--- config.mk ---
export PLATFORM = sky130hd
export DESIGN_NAME = sppi_ctrl
export DESIGN_NICKNAME = d
export VERILOG_FILES = /design/src/rtl/core/sppi_pkg.sv /design/src/rtl/core/sppi_ctrl.sv
export SDC_FILE = /design/constraint.sdc
export NUM_CORES = 1
export LEC_CHECK = 0
export BUFFER_PORTS_ARGS = -buffer_cell sky130_fd_sc_hd__clkbuf_2
export CAP_MARGIN = 15
export CORE_MARGIN = 2
export CORE_UTILIZATION = 52
export DETAILED_ROUTE_END_ITERATION = 6
export MAX_ROUTING_LAYER = met4
export PLACE_DENSITY = 0.76
export SETUP_SLACK_MARGIN = 0.4
export SYNTH_ARGS = -nofsm -noshare
export SYNTH_HDL_FRONTEND = slang
export SYNTH_SLANG_ARGS = --single-unit
--- constraint.sdc ---
create_clock -name clk -period 1.85 [get_ports clk]
set_input_delay 0.185 -clock clk [delete_from_list [all_inputs] [get_ports clk]]
set_output_delay 0.185 -clock clk [all_outputs]
set_load 0.005 [all_outputs]
--- src/rtl/core/sppi_pkg.sv ---
// Package for the split-phase power PI controller.
// Holds field widths, reset values, register indexes and the command struct.
// Used by sppi_ctrl, sppi_dp and split_phase_power_pi.
package sppi_pkg;

    localparam int DATA_W          = 32;
    localparam int ERR_W           = DATA_W + 1;
    localparam int GAIN_W          = 31;
    localparam int INTEG_W         = 48;
    localparam int FRAC_W          = 16;
    localparam int ACC_W           = 64;
    localparam int PHASE_W         = 2;
    localparam int CFG_IDX_W       = 3;
    localparam int PHASE_COUNT_DEF = 3;

    localparam logic [GAIN_W-1:0]        KP_RESET  = GAIN_W'(65536);
    localparam logic [GAIN_W-1:0]        KI_RESET  = '0;
    localparam logic signed [DATA_W-1:0] MAX_RESET = DATA_W'(65536);
    localparam logic signed [DATA_W-1:0] MIN_RESET = -DATA_W'(65536);

    // Reciprocal of three for operands below 2^33: floor(n/3) = (n * DIV3_MUL) >> DIV3_SHIFT.
    localparam int               DIV3_SHIFT = 34;
    localparam logic [ERR_W-1:0] DIV3_MUL   = 33'h155555556;

    typedef enum logic [CFG_IDX_W-1:0] {
        CFG_KP_ACTIVE    = 3'd0,
        CFG_KI_ACTIVE    = 3'd1,
        CFG_MAX_ACTIVE   = 3'd2,
        CFG_MIN_ACTIVE   = 3'd3,
        CFG_KP_REACTIVE  = 3'd4,
        CFG_KI_REACTIVE  = 3'd5,
        CFG_MAX_REACTIVE = 3'd6,
        CFG_MIN_REACTIVE = 3'd7
    } cfg_reg_t;

    typedef enum logic [1:0] {
        MUL_KP = 2'd0,
        MUL_HI = 2'd1,
        MUL_LO = 2'd2
    } mul_op_t;

    typedef struct packed {
        logic    accept;
        logic    loop_q;
        logic    mul_en;
        mul_op_t mul_op;
        logic    clamp_en;
        logic    div_p_en;
        logic    load_out;
    } dp_cmd_t;

endpackage

--- src/rtl/core/sppi_ctrl.sv ---
// Sequencer for the split-phase power PI controller.
// Steps the datapath through both loops of one item and owns the handshake state.
// Depends on sppi_pkg.
module sppi_ctrl (
    input  logic              clk,
    input  logic              rst_n,
    input  logic              in_valid,
    output logic              in_stall,
    output logic              out_valid,
    input  logic              out_stall,
    output sppi_pkg::dp_cmd_t cmd
);
    import sppi_pkg::*;

    typedef enum logic [9:0] {
        S_IDLE    = 10'b0000000001,
        S_KP_P    = 10'b0000000010,
        S_HI_P    = 10'b0000000100,
        S_LO_P    = 10'b0000001000,
        S_CLAMP_P = 10'b0000010000,
        S_KP_Q    = 10'b0000100000,
        S_HI_Q    = 10'b0001000000,
        S_LO_Q    = 10'b0010000000,
        S_CLAMP_Q = 10'b0100000000,
        S_DIV_Q   = 10'b1000000000
    } state_t;

    state_t state_reg;
    state_t state_next;
    logic   out_valid_reg;
    logic   out_valid_next;

    always_comb
    begin
        cmd            = '0;
        state_next     = state_reg;
        out_valid_next = out_valid_reg;
        if (out_valid_reg && !out_stall)
        begin
            out_valid_next = 1'b0;
        end
        case (state_reg)
            S_IDLE:
            begin
                if (in_valid)
                begin
                    cmd.accept = 1'b1;
                    state_next = S_KP_P;
                end
            end
            S_KP_P:
            begin
                cmd.mul_en = 1'b1;
                cmd.mul_op = MUL_KP;
                state_next = S_HI_P;
            end
            S_HI_P:
            begin
                cmd.mul_en = 1'b1;
                cmd.mul_op = MUL_HI;
                state_next = S_LO_P;
            end
            S_LO_P:
            begin
                cmd.mul_en = 1'b1;
                cmd.mul_op = MUL_LO;
                state_next = S_CLAMP_P;
            end
            S_CLAMP_P:
            begin
                cmd.clamp_en = 1'b1;
                state_next   = S_KP_Q;
            end
            S_KP_Q:
            begin
                cmd.loop_q   = 1'b1;
                cmd.mul_en   = 1'b1;
                cmd.mul_op   = MUL_KP;
                cmd.div_p_en = 1'b1;
                state_next   = S_HI_Q;
            end
            S_HI_Q:
            begin
                cmd.loop_q = 1'b1;
                cmd.mul_en = 1'b1;
                cmd.mul_op = MUL_HI;
                state_next = S_LO_Q;
            end
            S_LO_Q:
            begin
                cmd.loop_q = 1'b1;
                cmd.mul_en = 1'b1;
                cmd.mul_op = MUL_LO;
                state_next = S_CLAMP_Q;
            end
            S_CLAMP_Q:
            begin
                cmd.loop_q   = 1'b1;
                cmd.clamp_en = 1'b1;
                state_next   = S_DIV_Q;
            end
            S_DIV_Q:
            begin
                cmd.loop_q = 1'b1;
                if (!(out_valid_reg && out_stall))
                begin
                    cmd.load_out   = 1'b1;
                    out_valid_next = 1'b1;
                    state_next     = S_IDLE;
                end
            end
            default:
            begin
                state_next = S_IDLE;
            end
        endcase
    end

    always_ff @(posedge clk or negedge rst_n)
    begin
        if (!rst_n)
        begin
            state_reg     <= S_IDLE;
            out_valid_reg <= 1'b0;
        end
        else
        begin
            state_reg     <= state_next;
            out_valid_reg <= out_valid_next;
        end
    end

    assign in_stall  = (state_reg != S_IDLE);
    assign out_valid = out_valid_reg;

`ifndef SYNTHESIS
    a_no_overwrite: assert property (@(posedge clk) disable iff (!rst_n)
        cmd.load_out |-> !(out_valid_reg && out_stall))
        else $error("result loaded over a pending transfer");
    a_accept_starts: assert property (@(posedge clk) disable iff (!rst_n)
        cmd.accept |=> (state_reg == S_KP_P))
        else $error("accepted item did not start the active loop");
    a_busy_after_accept: assert property (@(posedge clk) disable iff (!rst_n)
        (in_valid && !in_stall) |=> in_stall)
        else $error("input not stalled after a transfer");
`endif

endmodule

==> impl_metrics.ini, run 1 <==
[outcome]
status = complete, but fails checks
failing_checks = negative setup slack

[synthesis]
count_of_warnings_emitted_by_yosys = 0
synth_top_family_by_area = simple AND/OR/NAND/NOR gates
mean_instance_size_in_the_synthesized_netlist_um2 = 10.9
synthesized_net_count = 70
mappedNetlistArea_um2 = 718
synth.ff_latch_count = 11
yosysSeqAreaShare_pct = 38.5
synthSimpleGateAreaFrac_pct = 39.2
synth_cell_types = 38
post_synth_xor_area_fraction_pct = 2.44
synth-async-reset-ratio_pct = 100
synth_adder_area_share_pct = 0
synth-edff-count = 0
synth_compound_area_share_pct = 13.2
post_synth_inst_count = 66
postSynth.topFlopCell = sky130_fd_sc_hd__dfrtp_1
synth_top_cells_by_area = sky130_fd_sc_hd__dfrtp_1 (35%), sky130_fd_sc_hd__nor4_4 (5.9%), sky130_fd_sc_hd__buf_6 (4.7%), sky130_fd_sc_hd__nor4b_2 (4.2%), sky130_fd_sc_hd__dfstp_2 (3.7%)
multiplexer_fraction_of_the_synthesized_cell_area_pct = 0
netlist.top_cell.by_area = sky130_fd_sc_hd__dfrtp_1
synthDominantCellAreaShare_pct = 34.8

[global_route]
grt_pass1_wl_um = 2750
grt_util_all_layers_pct = 26.7
grt.overflow.total = 0
antenna_found_initial = 0
grt_pass1_vias = 619
grt_start_max_net_pins = 12

[layout]
final_util_pct = 80.4
post_route_cells_drive_above_1_share_pct = 61.0
n_antenna_cell = 0
layout-area-overhead-vs-synth_pct = 45.6
finish.instance_area_um2 = 1050
layout.nets = 105
largest_reg_flops = 10

[clocking]
tritoncts = done
cts.path.max_buffers = 2
cts.clk_slew.worst_paths_ns = 0.08
htreeDepth = 1
clkSinkCount = 11
cts-buffers-inserted = 3
clock_latency_ns = 0.29
ctsRootBufferMaster = sky130_fd_sc_hd__clkbuf_4

[die]
placeableCoreArea_um2 = 1300
io_pins = 14
fp.dieH_um = 41.2
dieArea_um2 = 1690
die_width_um = 41.2
placement_rows = 13
starting_utilization_of_the_core_area_pct = 55.2

[detailed_routing]
drt-total-wl_um = 2150
post-route-drc-count = 0
dr_total_vias = 689
firstDrtPassIters = 4
iteration_0_drc_count_of_the_detailed_router = 13
post_detailed_route_wirelength_per_cell_um = 18.7
viasPerCell = 5.99
ant_nets = 0

[timing]
worst_slew_pin_slew_ns = 0.336
timing.final.crit_share_pct = 110
worst_slack_ns = -0.190
finalHoldViolCount = 0
setup_repair_after_global_routing_missed_its_margin = yes
clock_skew_ns = 0.00235
period_needed_ns = 2.04
hold_ws_ns = 0.170
max_slew_margin_pct = 77.4
count_of_pins_over_their_slew_limit = 0
final_setup_viols = 7
fmax_mhz = 490

[placement]
dp_worst_setup_slack_ns = 0.109
place.port_buffers = 13
routabilityCongestion = 0.817
detailed_place.area_um2 = 795
place.detailed.hpwl_um = 1120

[pwr]
vdd.ir_drop.worst_uv = 844
totalPowerFinal_mw = 1.28
power.leakage_nw = 0.528
pwr_density_cell_nw_per_um2 = 1230

[critical_path]
crit_arrival_ns = 1.85
critical_path_rt_ns = 1.66
worstSetupEndpointType = primary output
crit_path_start_kind = flop
worstSetupPathType = flop to primary output
worstPathMaxFanout = 4

[run]
drv.max_cap_violation_count = 0

[hold_path]
hp-class = primary input to flop
==> layout make-up <==
class,instances,area (µm²)
Clock buffer,3,22.5
Clock inverter,1,5.00
Fill cell,77,255
Inverter,1,3.75
Multi-Input combinational cell,49,464
Sequential cell,11,280
Tap cell,15,18.8
Timing Repair Buffer,35,251
==> path summary, 6_finish.rpt <==
kind	from	endpoint	slack (ns)	cells past startpoint
worst min-delay path	in_valid	state_reg[1]$_DFFE_PN0P_	0.17	2
worst max register to register	state_reg[2]$_DFFE_PN0P_	state_reg[1]$_DFFE_PN0P_	0.09	9
worst min register to register	state_reg[5]$_DFFE_PN0P_	state_reg[8]$_DFFE_PN0P_	0.62	1
max in group asynchronous	rst_n	state_reg[0]$_DFFE_PN1P_	1.27	2
worst max-delay path	state_reg[2]$_DFFE_PN0P_	cmd[3]	-0.19	6
min in group asynchronous	rst_n	state_reg[7]$_DFFE_PN0P_	0.30	2
==> repair_timing <==
action / in CTS / in global routing
hold buffers: 1 / 0
gates resized for setup: 13 / 10
buffers inserted: 9 / 8
gates cloned: 0 / 0
hold endpoints to repair: 10 / 0
pin swaps: 8 / 6
endpoints found under the setup margin: 11 / 14
==> synthesized netlist by cell type (2+ instances only) <==
master / n
sky130_fd_sc_hd__nand2_1: 2
sky130_fd_sc_hd__xor2_1: 2
sky130_fd_sc_hd__and2_2: 2
sky130_fd_sc_hd__nor2_1: 3
sky130_fd_sc_hd__nor3b_1: 2
sky130_fd_sc_hd__buf_2: 2
sky130_fd_sc_hd__and4b_1: 2
sky130_fd_sc_hd__buf_6: 3
sky130_fd_sc_hd__nor4b_2: 2
sky130_fd_sc_hd__or2_1: 2
sky130_fd_sc_hd__nor4b_1: 2
sky130_fd_sc_hd__nor3_1: 2
sky130_fd_sc_hd__nor4_4: 2
sky130_fd_sc_hd__o21ai_0: 4
sky130_fd_sc_hd__dfrtp_1: 10
sky130_fd_sc_hd__a21oi_1: 2
==> layout by cell type, fill, tap and decap left out, drive strengths merged <==
master,instances
buf,23
clkbuf,14
dfrtp,10
o21ai,5
nor4b,4
and2,3
nor4,3
nor2,3
or2,3
nor3b,3
nand2,3
and4b,2
xor2,2
nor3,2
a21oi,2
nand3b,1
inv,1
o2111ai,1
nor2b,1
and4,1
a31o,1
and3b,1
nand3,1
o211ai,1
o21a,1
nand4b,1
and3,1
o311a,1
o31ai,1
o211a,1
clkinv,1
dlygate4sd3,1
dfstp,1
==> power by group <==
part | switching [mW] | internal, mW | total, mW | leakage [nW]
Clock | 0.0994 | 0.0806 | 0.180 | 0.0177
Sequential | 0.0632 | 0.281 | 0.344 | 0.144
Combinational | 0.315 | 0.443 | 0.758 | 0.367
==> logic make-up (layout without fill, tap and decap cells) <==
family	Yosys count	count (layout)
flip-flops	11	11
AND/OR/NAND/NOR	33	33
XOR/XNOR	2	2
AO/OA/AOI/OAI	14	14
buffers and inverters	6	40
==> layer usage <==
layer	share of wire, %	GRT usage, %
met1	38	32.7
met2	55	41.4
met3	4.4	5.43
met4	2.6	13.7
met5	0	-
==> metrics by stage <==
stage	instances	setup TNS [ns]
global placement	93	0
finish	115	-0.773
global route	115	-1.58
CTS	107	-0.326
floorplan	66	0
detailed placement	93	0
==> worst max-delay path: stages, from the launching register on <==
cell	delay, ns
sky130_fd_sc_hd__dfrtp_2	0.44
sky130_fd_sc_hd__nor4_4	0.31
sky130_fd_sc_hd__buf_4	0.17
sky130_fd_sc_hd__nand3b_4	0.11
sky130_fd_sc_hd__nor4b_4	0.27
sky130_fd_sc_hd__or2_1	0.15
sky130_fd_sc_hd__buf_2	0.11
Note: power is estimated with default switching activity, not from simulation.
==> run 2: changes to the inputs <==
PLACE_DENSITY = 0.73   (was 0.76)
==> run 2 against run 1 <==
The flow still finishes with violations (negative setup slack). Fmax grew 3.0%. Largest cell class unchanged. Critical endpoint is now cmd[4]. Global-route usage shrank 0.49 points. Largest power group unchanged. Via count shrank 2.9%. Clock skew grew 0.0013 ns. Count of clock-buffer cells in the layout grew 1. Final cell count shrank 3.5%.
==> impl_metrics.ini, run 2 (synthesis gave the netlist of run 1 again) <==
[outcome]
status = complete, but fails checks
failing_checks = negative setup slack

[detailed_routing]
viasPerCell = 6.03
ant_nets = 0
firstDrtPassIters = 4
post_detailed_route_wirelength_per_cell_um = 18.6
dr_total_vias = 669
iteration_0_drc_count_of_the_detailed_router = 11
post-route-drc-count = 0
drt-total-wl_um = 2060

[pwr]
combPwrFrac_pct = 56.3
vdd.ir_drop.worst_uv = 1030
intPower_uw = 731
sw_frac_of_total_pct = 38.0
totalPowerFinal_mw = 1.18
pwr_density_cell_nw_per_um2 = 1130
power.share.sequential_pct = 28.4
clockPowerShare_pct = 15.3
switchingPower_uw = 448
power.leakage_nw = 0.517

[timing]
count_of_pins_over_their_slew_limit = 0
timing.final.crit_share_pct = 107
setup_repair_after_global_routing_missed_its_margin = yes
finalHoldViolCount = 0
max_slew_margin_pct = 75.5
period_needed_ns = 1.98
fmax_mhz = 505
final_setup_viols = 9
clock_skew_ns = 0.00364
worst_slack_ns = -0.130
worst_slew_pin_slew_ns = 0.366

[clocking]
htreeDepth = 1
cts.path.max_buffers = 2
clkSinkCount = 11
ctsRootBufferMaster = sky130_fd_sc_hd__clkbuf_4
tritoncts = done
cts.clk_slew.worst_paths_ns = 0.08
clock_latency_ns = 0.29
cts-buffers-inserted = 3

[global_route]
grt_pass1_vias = 583
grt_start_max_net_pins = 12
grt_pass1_wl_um = 2750
grt_util_all_layers_pct = 26.2
grt.overflow.total = 0
antenna_found_initial = 0

[hold_path]
hold_path_cell_cnt = 2
hp-class = primary input to flop

[placement]
place.port_buffers = 13
routabilityCongestion = 0.935
place.detailed.hpwl_um = 1100

[layout]
post_route_cells_drive_above_1_share_pct = 58.3
layout-area-overhead-vs-synth_pct = 45.1
layout.nets = 101
final_cell_mix = sky130_fd_sc_hd__buf_4 (12), sky130_fd_sc_hd__clkbuf_2 (10), sky130_fd_sc_hd__dfrtp_1 (8)
final_util_pct = 80.1
n_antenna_cell = 0
largest_reg_flops = 10
n_fill_cell = 85
most_common_cell_after_layout_fill_and_taps_aside = sky130_fd_sc_hd__buf_4

[critical_path]
crit_path_max_incr_delay_ns = 0.62
cpMaxStageDelayCell = sky130_fd_sc_hd__dfstp_2
worstPathMaxFanout = 6
r2r.worst_path.cells = 8
crit_arrival_ns = 1.79
worstSetupEndpointType = primary output
timing.critical_path.cells = nor2_2 > and2_4 > and4b_1 > or2_1 > buf_2
worstSetupPathType = flop to primary output
crit_path_start_kind = flop
critical_path_rt_ns = 1.66

[die]
starting_utilization_of_the_core_area_pct = 55.2
placeableCoreArea_um2 = 1300
io_pins = 14
fp.dieH_um = 41.2
placement_rows = 13
die_width_um = 41.2
dieArea_um2 = 1690

[run]
drv.max_cap_violation_count = 0
==> run 2: metrics by stage <==
stage	std cells	hold WS, ns	TNS (ns)	area [µm²]	setup WS (ns)
after detailed placement	94	0.0753	0	802	0.102
after global placement	94	0.0753	0	802	0.114
after global routing	111	0.159	-1.23	1040	-0.185
after floorplan	66	-0.111	0	731	0.284
final	111	0.155	-0.692	1040	-0.130
after CTS	108	0.153	-0.293	978	-0.0798
==> run 2: cell type report <==
class | count | area [µm²] | area share (%)
sequential | 11 | 279 | 26.8
clock buffer | 4 | 26.3 | 2.52
inverter | 1 | 3.75 | 0.360
multi-input combinational | 49 | 487 | 46.7
timing repair buffer | 31 | 228 | 21.8
tap | 15 | 18.8 | 1.80
==> run 2: worst max-delay path: cells and delay by family (launching register included) <==
family                 cells  cell delay (ns)
and+or+nand+nor            4             0.75
DFF                        1             0.62
buffers and inverters      1             0.12
==> run 2: path summary, 6_finish.rpt <==
| kind | slack, ns | start | end |
|---|---|---|---|
| setup / recovery | -0.13 | state_reg[0]$_DFFE_PN1P_ | cmd[4] |
| hold / removal | 0.15 | in_valid | state_reg[1]$_DFFE_PN0P_ |
| setup reg to reg | 0.11 | state_reg[5]$_DFFE_PN0P_ | state_reg[0]$_DFFE_PN1P_ |
| hold reg to reg | 0.59 | out_valid$_DFF_PN0_ | out_valid$_DFF_PN0_ |
| max in group asynchronous | 1.25 | rst_n | state_reg[0]$_DFFE_PN1P_ |
| min in group asynchronous | 0.32 | rst_n | state_reg[1]$_DFFE_PN0P_ |
==> run 2: layer usage <==
metal | vias up | part of all wire (%) | global-route usage (%) | wire length [µm]
met3 | 5 | 3.0 | 1.63 | 62
li1 | 307 | - | - | -
met5 | - | 0 | - | 0
met2 | 22 | 50 | 41.8 | 1030
met1 | 335 | 45 | 33.9 | 931
met4 | 0 | 2.0 | 12.1 | 42
==> run 2: timing repair <==
action	CTS	global route
buffers inserted	9	3
hold buffers	1	0
endpoints found under the setup margin	12	11
pin swaps	10	2
hold endpoints to repair	10	0
gates resized for setup	16	11
==> run 2: power by group through the flow <==
stage | combinational [mW] | sequential (mW) | clock (mW)
2_1_floorplan | 0.259 | 0.324 | 0
3_3_place_gp | 0.369 | 0.324 | 0
3_5_place_dp | 0.372 | 0.325 | 0
4_1_cts | 0.548 | 0.325 | 0.178
5_1_grt | 0.697 | 0.339 | 0.193
6_report | 0.664 | 0.335 | 0.181
==> run 3: changes to the inputs <==
SKIP_CTS_REPAIR_TIMING = 1   (was unset)
==> run 3 against run 2 <==
The flow still finishes with violations (negative setup slack). Register-to-register slack is essentially flat. Flip-flop and latch count unchanged. Final cell count is 5.4% lower. Clock skew grew 0.00097 ns. Non-clock buffer count fell by 6. Routed wire length decreased by 18%. Die area did not move. Global-route usage down 5.2 points. Critical path depth up 1. Combinational power decreased by 21%. Largest cell class unchanged. Highest routed layer unchanged.
==> impl_metrics.ini, run 3 (synthesis gave the netlist of run 1 again) <==
[detailed_routing]
iteration_0_drc_count_of_the_detailed_router = 18
dr_total_vias = 637
ant_nets = 0
post-route-drc-count = 0
drt-total-wl_um = 1680
viasPerCell = 6.07
firstDrtPassIters = 5
post_detailed_route_wirelength_per_cell_um = 16.0

[pwr]
vdd.ir_drop.worst_uv = 872
pwr_density_cell_nw_per_um2 = 1080
power.leakage_nw = 0.472

[clocking]
tritoncts = done
clkSinkCount = 11
clock_latency_ns = 0.27
htreeDepth = 1
cts.clk_slew.worst_paths_ns = 0.08
ctsRootBufferMaster = sky130_fd_sc_hd__clkbuf_4
cts-buffers-inserted = 3
cts.path.max_buffers = 2

[layout]
layout-area-overhead-vs-synth_pct = 31.5
final_util_pct = 72.6
layout.nets = 95
multi_input_gate_area_um2 = 453
sequential_cell_area_um2 = 279
most_common_cell_after_layout_fill_and_taps_aside = sky130_fd_sc_hd__buf_4
post_route_cells_drive_above_1_share_pct = 53.3
final_cell_mix = sky130_fd_sc_hd__buf_4 (11), sky130_fd_sc_hd__clkbuf_2 (10), sky130_fd_sc_hd__dfrtp_1 (8)
largest_reg_flops = 10
post_layout_nonfiller_instances = 105
n_fill_cell = 102
n_antenna_cell = 0

[die]
die_width_um = 41.2
dieArea_um2 = 1690
placement_rows = 13
fp.dieH_um = 41.2
placeableCoreArea_um2 = 1300
io_pins = 14
starting_utilization_of_the_core_area_pct = 55.2

[timing]
timing.final.crit_share_pct = 111
count_of_pins_over_their_slew_limit = 0
worst_slack_ns = -0.209
final_setup_viols = 6
period_needed_ns = 2.06
fmax_mhz = 486
worst_slew_pin_slew_ns = 0.445
clock_skew_ns = 0.00461
hold_ws_ns = 0.163
setup_repair_after_global_routing_missed_its_margin = yes
max_slew_margin_pct = 70.3
finalHoldViolCount = 0

[critical_path]
worstSetupEndpointType = primary output
critical_path_rt_ns = 1.66
crit_arrival_ns = 1.87
number_of_gates_on_the_worst_path_with_buffers_counted = 6
crit_buf_inv = 2
crit_path_start_kind = flop
crit_path_max_incr_delay_ns = 0.46
cpMaxStageDelayCell = sky130_fd_sc_hd__dfrtp_2
critical_path.top_delay_family = simple AND/OR/NAND/NOR gates
worstPathMaxFanout = 6
worstSetupPathType = flop to primary output
timing.critical_path.cells = nor4_4 > buf_4 > nand2_4 > nor3b_4 > and2_4 > buf_6
r2r.worst_path.cells = 7

[global_route]
grt.overflow.total = 0
grt_pass1_wl_um = 2240
grt_start_max_net_pins = 12
grt_pass1_vias = 487
antenna_found_initial = 0
grt_util_all_layers_pct = 21.0

[placement]
number_of_placed_instances_taps_included = 94
routabilityCongestion = 0.935
place.port_buffers = 13
place.detailed.hpwl_um = 1100

[run]
drv.max_cap_violation_count = 0

[outcome]
failing_checks = negative setup slack
status = complete, but fails checks

[hold_path]
hold_path_cell_cnt = 2
hp-class = primary input to flop
==> run 3: area by class of cell <==
class / instances / share of cell area [%]
timing repair buffer: 25 / 17.4
sequential: 11 / 29.5
inverter: 1 / 0.397
clock buffer: 4 / 2.78
multi-input combinational: 49 / 47.9
tap: 15 / 1.99
==> run 3: path summary, 6_finish.rpt <==
check / from / end / slack, ns
setup / recovery: state_reg[2]$_DFFE_PN0P_ / cmd[7] / -0.21
hold / removal: in_valid / state_reg[1]$_DFFE_PN0P_ / 0.16
setup reg to reg: state_reg[2]$_DFFE_PN0P_ / state_reg[0]$_DFFE_PN1P_ / 0.12
hold reg to reg: out_valid$_DFF_PN0_ / out_valid$_DFF_PN0_ / 0.56
max in group asynchronous: rst_n / state_reg[0]$_DFFE_PN1P_ / 1.25
min in group asynchronous: rst_n / state_reg[1]$_DFFE_PN0P_ / 0.32
==> run 3: report_power, final <==
| part | switching [mW] | total (mW) | internal, mW |
|---|---|---|---|
| sequential | 0.0452 | 0.326 | 0.281 |
| clock | 0.0886 | 0.172 | 0.0836 |
| combinational | 0.250 | 0.523 | 0.273 |
| total | 0.384 | 1.02 | 0.638 |
==> run 3: metal layers <==
metal	GRT usage, %	part of all wire [%]	vias up
met5	-	0	-
met4	12.1	1.7	0
met3	1.63	6.8	4
met2	29.7	45	36
met1	29.1	46	297
li1	-	-	300
==> run 3: through the flow <==
stage	power, mW	worst slack, ns	instance area [µm²]	setup TNS (ns)
CTS	0.873	-0.207	828	-0.793
floorplan	0.583	0.284	731	0
global placement	0.694	0.114	802	0
finish	1.02	-0.209	945	-0.637
global route	1.07	-0.261	945	-1.14
detailed placement	0.697	0.102	802	0
==> run 3: worst reg2reg max path, delay by kind of cell (launching register included) <==
kind	cells	cell delay, ns
buffers and inverters	2	0.25
AOI/OAI and AO/OA	1	0.07
DFF	1	0.46
and+or+nand+nor	4	0.87
